[config.mk]
export PLATFORM = sky130hd
export DESIGN_NAME = bbc_front
export DESIGN_NICKNAME = d
export VERILOG_FILES = /design/src/rtl/bbc_pkg.sv /design/src/rtl/bbc_front.sv
export SDC_FILE = /design/constraint.sdc
export NUM_CORES = 1
export LEC_CHECK = 0
export BUFFER_PORTS_ARGS = -buffer_cell sky130_fd_sc_hd__buf_2
export CORE_UTILIZATION = 30
export CTS_CLUSTER_DIAMETER = 100
export DETAILED_ROUTE_END_ITERATION = 10
export PLACE_DENSITY_LB_ADDON = 0.08
export SYNTH_ARGS = -nofsm -noshare
export SYNTH_HDL_FRONTEND = slang
export SYNTH_SLANG_ARGS = --single-unit
[constraint.sdc]
create_clock -name i_clk -period 4.1 [get_ports i_clk]
set_input_delay 0.41 -clock i_clk [delete_from_list [all_inputs] [get_ports i_clk]]
set_output_delay 0.41 -clock i_clk [all_outputs]
set_load 0.005 [all_outputs]
[src/rtl/bbc_pkg.sv]
// bbc_pkg: shared types and codes for the block buffer cache engine
// used by bbc_front, bbc_back and block_buffer_cache_lru_core
`timescale 1ns / 1ps

package bbc_pkg;

    localparam logic [2:0] KIND_GET   = 3'd0;
    localparam logic [2:0] KIND_PUT   = 3'd1;
    localparam logic [2:0] KIND_DIRTY = 3'd2;
    localparam logic [2:0] KIND_SYNC  = 3'd3;
    localparam logic [2:0] KIND_PURGE = 3'd4;

    localparam logic [2:0] ST_HIT      = 3'd0;
    localparam logic [2:0] ST_FILL     = 3'd1;
    localparam logic [2:0] ST_WB       = 3'd2;
    localparam logic [2:0] ST_ALL_BUSY = 3'd3;
    localparam logic [2:0] ST_NOT_BUSY = 3'd4;
    localparam logic [2:0] ST_DONE     = 3'd5;

    localparam int SYNC_LIMIT = 32;

    typedef enum logic [2:0] {
        OP_GET   = 3'd0,
        OP_PUT   = 3'd1,
        OP_DIRTY = 3'd2,
        OP_SYNC  = 3'd3,
        OP_PURGE = 3'd4,
        OP_NOP   = 3'd5
    } t_op;

    typedef struct packed {
        t_op         op;
        logic [3:0]  dev;
        logic [31:0] addr;
        logic [4:0]  idx;
        logic        idx_bad;
    } t_req;

endpackage

[src/rtl/bbc_front.sv]
// bbc_front: accepts requests, decodes the kind and range-checks the index
// holds a two-deep queue toward bbc_back; depends on bbc_pkg
`timescale 1ns / 1ps

module bbc_front #(
    parameter int NUM_ENTRIES = 32
) (
    input  logic          i_clk,
    input  logic          i_rst_n,
    input  logic          i_valid,
    output logic          o_ready,
    input  logic [2:0]    i_kind,
    input  logic [3:0]    i_device_id,
    input  logic [31:0]   i_block_address,
    input  logic [4:0]    i_buffer_index,
    output logic          o_req_valid,
    output bbc_pkg::t_req o_req,
    input  logic          i_req_pop
);

    bbc_pkg::t_req r_q [2];
    bbc_pkg::t_req n_req;
    logic       r_wp, r_rp;
    logic [1:0] r_cnt;
    logic       w_push;

    always_comb begin
        n_req.dev     = i_device_id;
        n_req.addr    = i_block_address;
        n_req.idx     = i_buffer_index;
        n_req.idx_bad = ({1'b0, i_buffer_index} >= 6'(NUM_ENTRIES));
        unique case (i_kind)
            bbc_pkg::KIND_GET:   n_req.op = bbc_pkg::OP_GET;
            bbc_pkg::KIND_PUT:   n_req.op = bbc_pkg::OP_PUT;
            bbc_pkg::KIND_DIRTY: n_req.op = bbc_pkg::OP_DIRTY;
            bbc_pkg::KIND_SYNC:  n_req.op = bbc_pkg::OP_SYNC;
            bbc_pkg::KIND_PURGE: n_req.op = bbc_pkg::OP_PURGE;
            default:             n_req.op = bbc_pkg::OP_NOP;
        endcase
    end

    assign o_ready     = (r_cnt != 2'd2);
    assign w_push      = i_valid && o_ready;
    assign o_req_valid = (r_cnt != 2'd0);
    assign o_req       = r_q[r_rp];

    always_ff @(posedge i_clk) begin
        if (w_push) begin
            r_q[r_wp] <= n_req;
        end
        if (!i_rst_n) begin
            r_wp  <= 1'b0;
            r_rp  <= 1'b0;
            r_cnt <= 2'd0;
        end else begin
            if (w_push) begin
                r_wp <= !r_wp;
            end
            if (i_req_pop) begin
                r_rp <= !r_rp;
            end
            r_cnt <= r_cnt + 2'(w_push) - 2'(i_req_pop);
        end
    end

endmodule

Yosys cells after proc, flatten, opt, wreduce, memory -nomap -nowiden
Memories as Yosys holds them, arrays and structs flattened. A register that Yosys moved wholly into a read port is not among the register bits.
Cells that the tools add are included.
{"block": "word_totals", "register_bits": 4, "ram_bits": 88, "output_inout_bits": 47, "n_memories": 1}
{"block": "op_classes", "add_sub_neg": 2, "eq_ne": 5, "n_mux": 5, "n_reduce_logical": 5}
{"name": "r_q", "depth": 2, "width": 44, "rd": 1, "rd_clocked_by_memory_dff": 1, "wr": 1, "line_no": "bbc_front.sv:21", "source": "bbc_pkg::t_req r_q [2];"}
{"op": "3-bit case mux with 5 select lines", "n": 1}
{"op": "3-bit by 2-bit == test with 1-bit output (second input constant)", "n": 2}
{"op": "1-bit 2-to-1 mux", "n": 4}
{"op": "3-bit by 1-bit == test with 1-bit output (second input constant)", "n": 1}
{"op": "3-bit == test (second input constant)", "n": 1}
{"op": "3-bit logical NOT", "n": 1}
{"op": "2-bit by 1-bit adder with 2-bit output", "n": 1}
{"op": "1-bit logical NOT", "n": 2}
{"op": "2-bit != test (second input constant)", "n": 1}
{"op": "2-bit nonzero test", "n": 1}
{"op": "2-bit by 1-bit subtractor with 2-bit output", "n": 1}
{"op": "1-bit logical AND", "n": 1}

Depth between registers and ports, before layout
{"block": "logic_depth", "ltp_word": 4, "mapped_depth": 7, "ltp_nobuf": 7}

Worst setup path after synthesis
No wires, ideal clock.
{"block": "synth_timing", "path_type": "flip-flop to flip-flop", "start": "reg r_cnt[0]", "end": "mem r_q[1][0] in the netlist's numbering, enable pin", "arrival_ns": 1.678, "t_required_ns": 3.694, "setup_slack_ns": 2.016, "path_stages_with_launch": 3, "n_path_buf": 0, "synth_period_minus_slack_ns": 2.084, "path_cell_list": "dfxtp_1 -> nand2b_1 -> and3_1"}
{"block": "synth_between", "elab_chain_len": 4}
{"element": "start, declared", "line_no": "bbc_front.sv:24", "source": "logic [1:0] r_cnt;"}
{"element": "start signal, assigned", "line_no": "bbc_front.sv:62", "source": "r_cnt <= r_cnt + 2'(w_push) - 2'(i_req_pop);"}
{"element": "2-bit != test", "line_no": "bbc_front.sv:42", "source": "assign o_ready = (r_cnt != 2'd2);"}
{"element": "named net o_ready", "line_no": "bbc_front.sv:11", "source": "output logic o_ready,"}
{"element": "1-bit logical AND", "line_no": "bbc_front.sv:43", "source": "assign w_push = i_valid && o_ready;"}
{"element": "1-bit 2-to-1 mux", "line_no": "bbc_front.sv:48", "source": "if (w_push) begin"}
{"element": "1-bit 2-to-1 mux (implied by the code)", "line_no": "bbc_front.sv:49", "source": "r_q[r_wp] <= n_req;"}
{"element": "end, declared", "line_no": "bbc_front.sv:21"}
The timed path passes the listed nets, and every way through them passes these cells.

==> results.json <==
{
  "timing.rr.end": "r_q[1][0]",
  "final-setup-viol-count": 0,
  "timing.hold.worst.start": "i_device_id[0]",
  "route.antenna.remaining_nets": 0,
  "clockPowerShare_pct": 34.5,
  "die_width_microns": 110,
  "ys_types": 28,
  "via_per_inst": 4.41,
  "final_max_slew_viol_count": 0,
  "post-route-period-util_pct": 60.1,
  "worst_hold_path_type": "primary input to register",
  "tritoncts": "yes",
  "r2r_setup_slack_ns": 2.01,
  "final_design_area_no_fill_sq_mm": 0.00435,
  "grt_antenna_before_repair": 0,
  "finalNonFillerCells": 414,
  "cellPowerDensity_mw_per_mm2": 498,
  "netlist_top_cells_area": "edfxtp_1 (76%), mux2_2 (14%), dfxtp_1 (2.9%)",
  "synth-warning-count": 0,
  "worst_setup_path_start_kind": "register",
  "maxCapViolations": 0,
  "leading_register_cell_type_out_of_synthesis": "edfxtp_1",
  "critPathArrivalTime_ns": 2.05,
  "synth_top_area_cell": "edfxtp_1",
  "core_sq_mm": 0.0111,
  "detail_route.drc_violations": 0,
  "final_period_minus_worst_setup_slack_ns": 2.46,
  "timing.max_slew.rel_slack_pct": 30.7,
  "detail_route.iter0.violations": 30,
  "cts.path.max_buffers": 2,
  "power.switching_fraction_pct": 22.7,
  "cts-buffers-inserted": 9,
  "placement_rows": 38,
  "cellInternalPower_w": 0.00167,
  "rsz0062_at_grt": "no",
  "combPwrFrac_pct": 11.5,
  "p_sw_w": 0.000490,
  "final_nets": 318,
  "required_ns": 3.69,
  "pwr-share-seq_pct": 54.0,
  "n_antenna_cell": 0,
  "drive_above_1_share_pct": 57.7,
  "place.detailed.instances": 398,
  "cp_max_fo": 30,
  "wl_microns": 6250,
  "grt_pass1_vias": 1777,
  "cts-root-buf": "clkbuf_16",
  "synth.top_cell.area_share_pct": 75.9,
  "clkSlewWorstSetupHoldPaths_ns": 0.06,
  "htree_levels": 3,
  "timing.final.ws_setup_ns": 1.64,
  "peakVddDrop_mv": 0.216,
  "grt_first_pass_wirelength_microns": 9220,
  "postCtsHoldBufs": 0,
  "insertion_delay_ns": 0.33,
  "run_status": "finished clean",
  "routed-via-count": 1826,
  "final-hold-violation-count": 0,
  "cts_resized": 0,
  "cellLeakagePower_nw": 1.62,
  "top_level_ports": 95,
  "finalWeightedCongestion": 0.643,
  "groute.usage.overall_pct": 10.9,
  "placed_cell_area_sq_mm": 0.00408,
  "place.port_buffers": 93,
  "crit_path_capture_type": "output port",
  "worst_slew_pin_slew_ns": 1.04,
  "floorplan.initialDensity_pct": 31.4,
  "instance_count_of_the_mapped_netlist": 170,
  "place_hpwl_microns": 3900,
  "timing.hold.ws_ns": 0.260,
  "dieHeight_microns": 110,
  "crit-reg2reg-launch": "r_cnt[0]",
  "criticalPathCategory": "register to output port",
  "synth.yosys.seq_area_share_pct": 78.7,
  "maximum_number_of_pins_on_one_net_before_global_route_repair": 45,
  "drtPass1Iterations": 4,
  "synth_seq_cells": 93,
  "grt_overflow": 0,
  "finClkSkew_ns": 0.00774,
  "async_reset_ff_share_pct": 0,
  "post_synth_instance_area_sq_mm": 0.00348,
  "place_worst_setup_slack_ns": 1.94,
  "synth_enable_flop_cells": 88,
  "route.detailed.wl_per_inst_microns": 15.1,
  "fmaxAchievable_ghz": 0.406,
  "worstHoldEndpoint": "r_q[0][37]",
  "clock_sink_count": 93,
  "syn_avg_cell_area_sq_um": 20.5,
  "area_delta_synth_final_pct": 24.9,
  "dieArea_sq_mm": 0.0120,
  "syn_nets": 219,
  "r2r_worst_path_depth": 3,
  "final.setup.tns_ns": 0,
  "worst_hold_path.num_cells": 1,
  "post_cts_buffers": 0
}
[worst max-delay path, stage by stage, from the launching register on]
cell and delay, ns:
dfxtp_2 0.83, buf_4 0.38, mux2_2 0.38, buf_2 0.13
[power groups by stage]
| stage | logic, W | clock network (W) | registers (W) |
|---|---|---|---|
| detailed placement | 0.000257 | 0 | 0.00119 |
| global placement | 0.000257 | 0 | 0.00119 |
| CTS | 0.000259 | 0.000774 | 0.00117 |
| global route | 0.000278 | 0.000822 | 0.00118 |
| finish | 0.000250 | 0.000746 | 0.00117 |
| floorplan | 0.000153 | 0 | 0.00117 |
[synth_stat cells (2+ instances only)]
master	n
buf_6	4
inv_1	2
mux2_2	44
nand3b_1	2
edfxtp_1	88
dfxtp_1	5
nand2_1	2
and2_1	3
[metal layers]
layer,share of wire (%),GRT usage [%],vias up
met1,44,13.0,898
met5,0,0,-
li1,-,-,859
met4,1.9,5.71,0
met2,48,17.1,57
met3,6.3,4.09,12
[cell families (layout without fill, tap and decap cells)]
logic type	Yosys count	count (layout)	synth area share (%)
mux	45	45	14.5
xor+xnor	2	2	0.503
compound gates	6	6	1.51
buf+inv	9	113	1.98
other cells	1	1	0.108
flops	93	93	78.7
fa+ha+maj	1	1	0.359
simple gates	13	13	2.30
[metrics by stage]
step	power [W]	util, %
detailed placement	0.00145	36.8
floorplan	0.00132	-
finish	0.00217	39.3
global route	0.00228	39.3
CTS	0.00220	39.3
global placement	0.00145	36.8
[worst max-delay path by stage]
stage,start,slack (ns),cells after the start,endpoint
CTS,register,1.56,3,o_req[41]
finish,register,1.64,3,o_req[36]
global placement,register,1.94,3,o_req[41]
detailed placement,register,1.94,3,o_req[41]
global route,register,1.51,3,o_req[41]
floorplan,r_cnt[0],2.02,2,r_q[1][0]
[state kept, by name (all words and copies together) (netlist names), named ones only]
register  cells
r_q          88
r_rp          1
r_cnt         2
r_wp          1
[cell type report]
type	instances	area, sq um
clock buffer	10	229
clock inverter	6	40.0
fill	1059	6730
inverter	2	7.51
multi-input combinational	68	673
sequential	93	2740
tap	140	175
timing repair buffer	95	480
[placed cells by master (no fill, tap or decap), types with 2 or more instances in the layout]
cell,synthesis,routed
mux2_2,44,44
clkinv_1,0,2
edfxtp_1,88,88
nand3b_1,2,2
clkinvlp_4,0,2
and2_1,3,3
buf_4,1,2
buf_2,1,93
nand2_1,2,2
dfxtp_1,5,4
clkbuf_16,0,9
clkinv_4,0,2
Note: power is estimated with default switching activity, not from simulation.
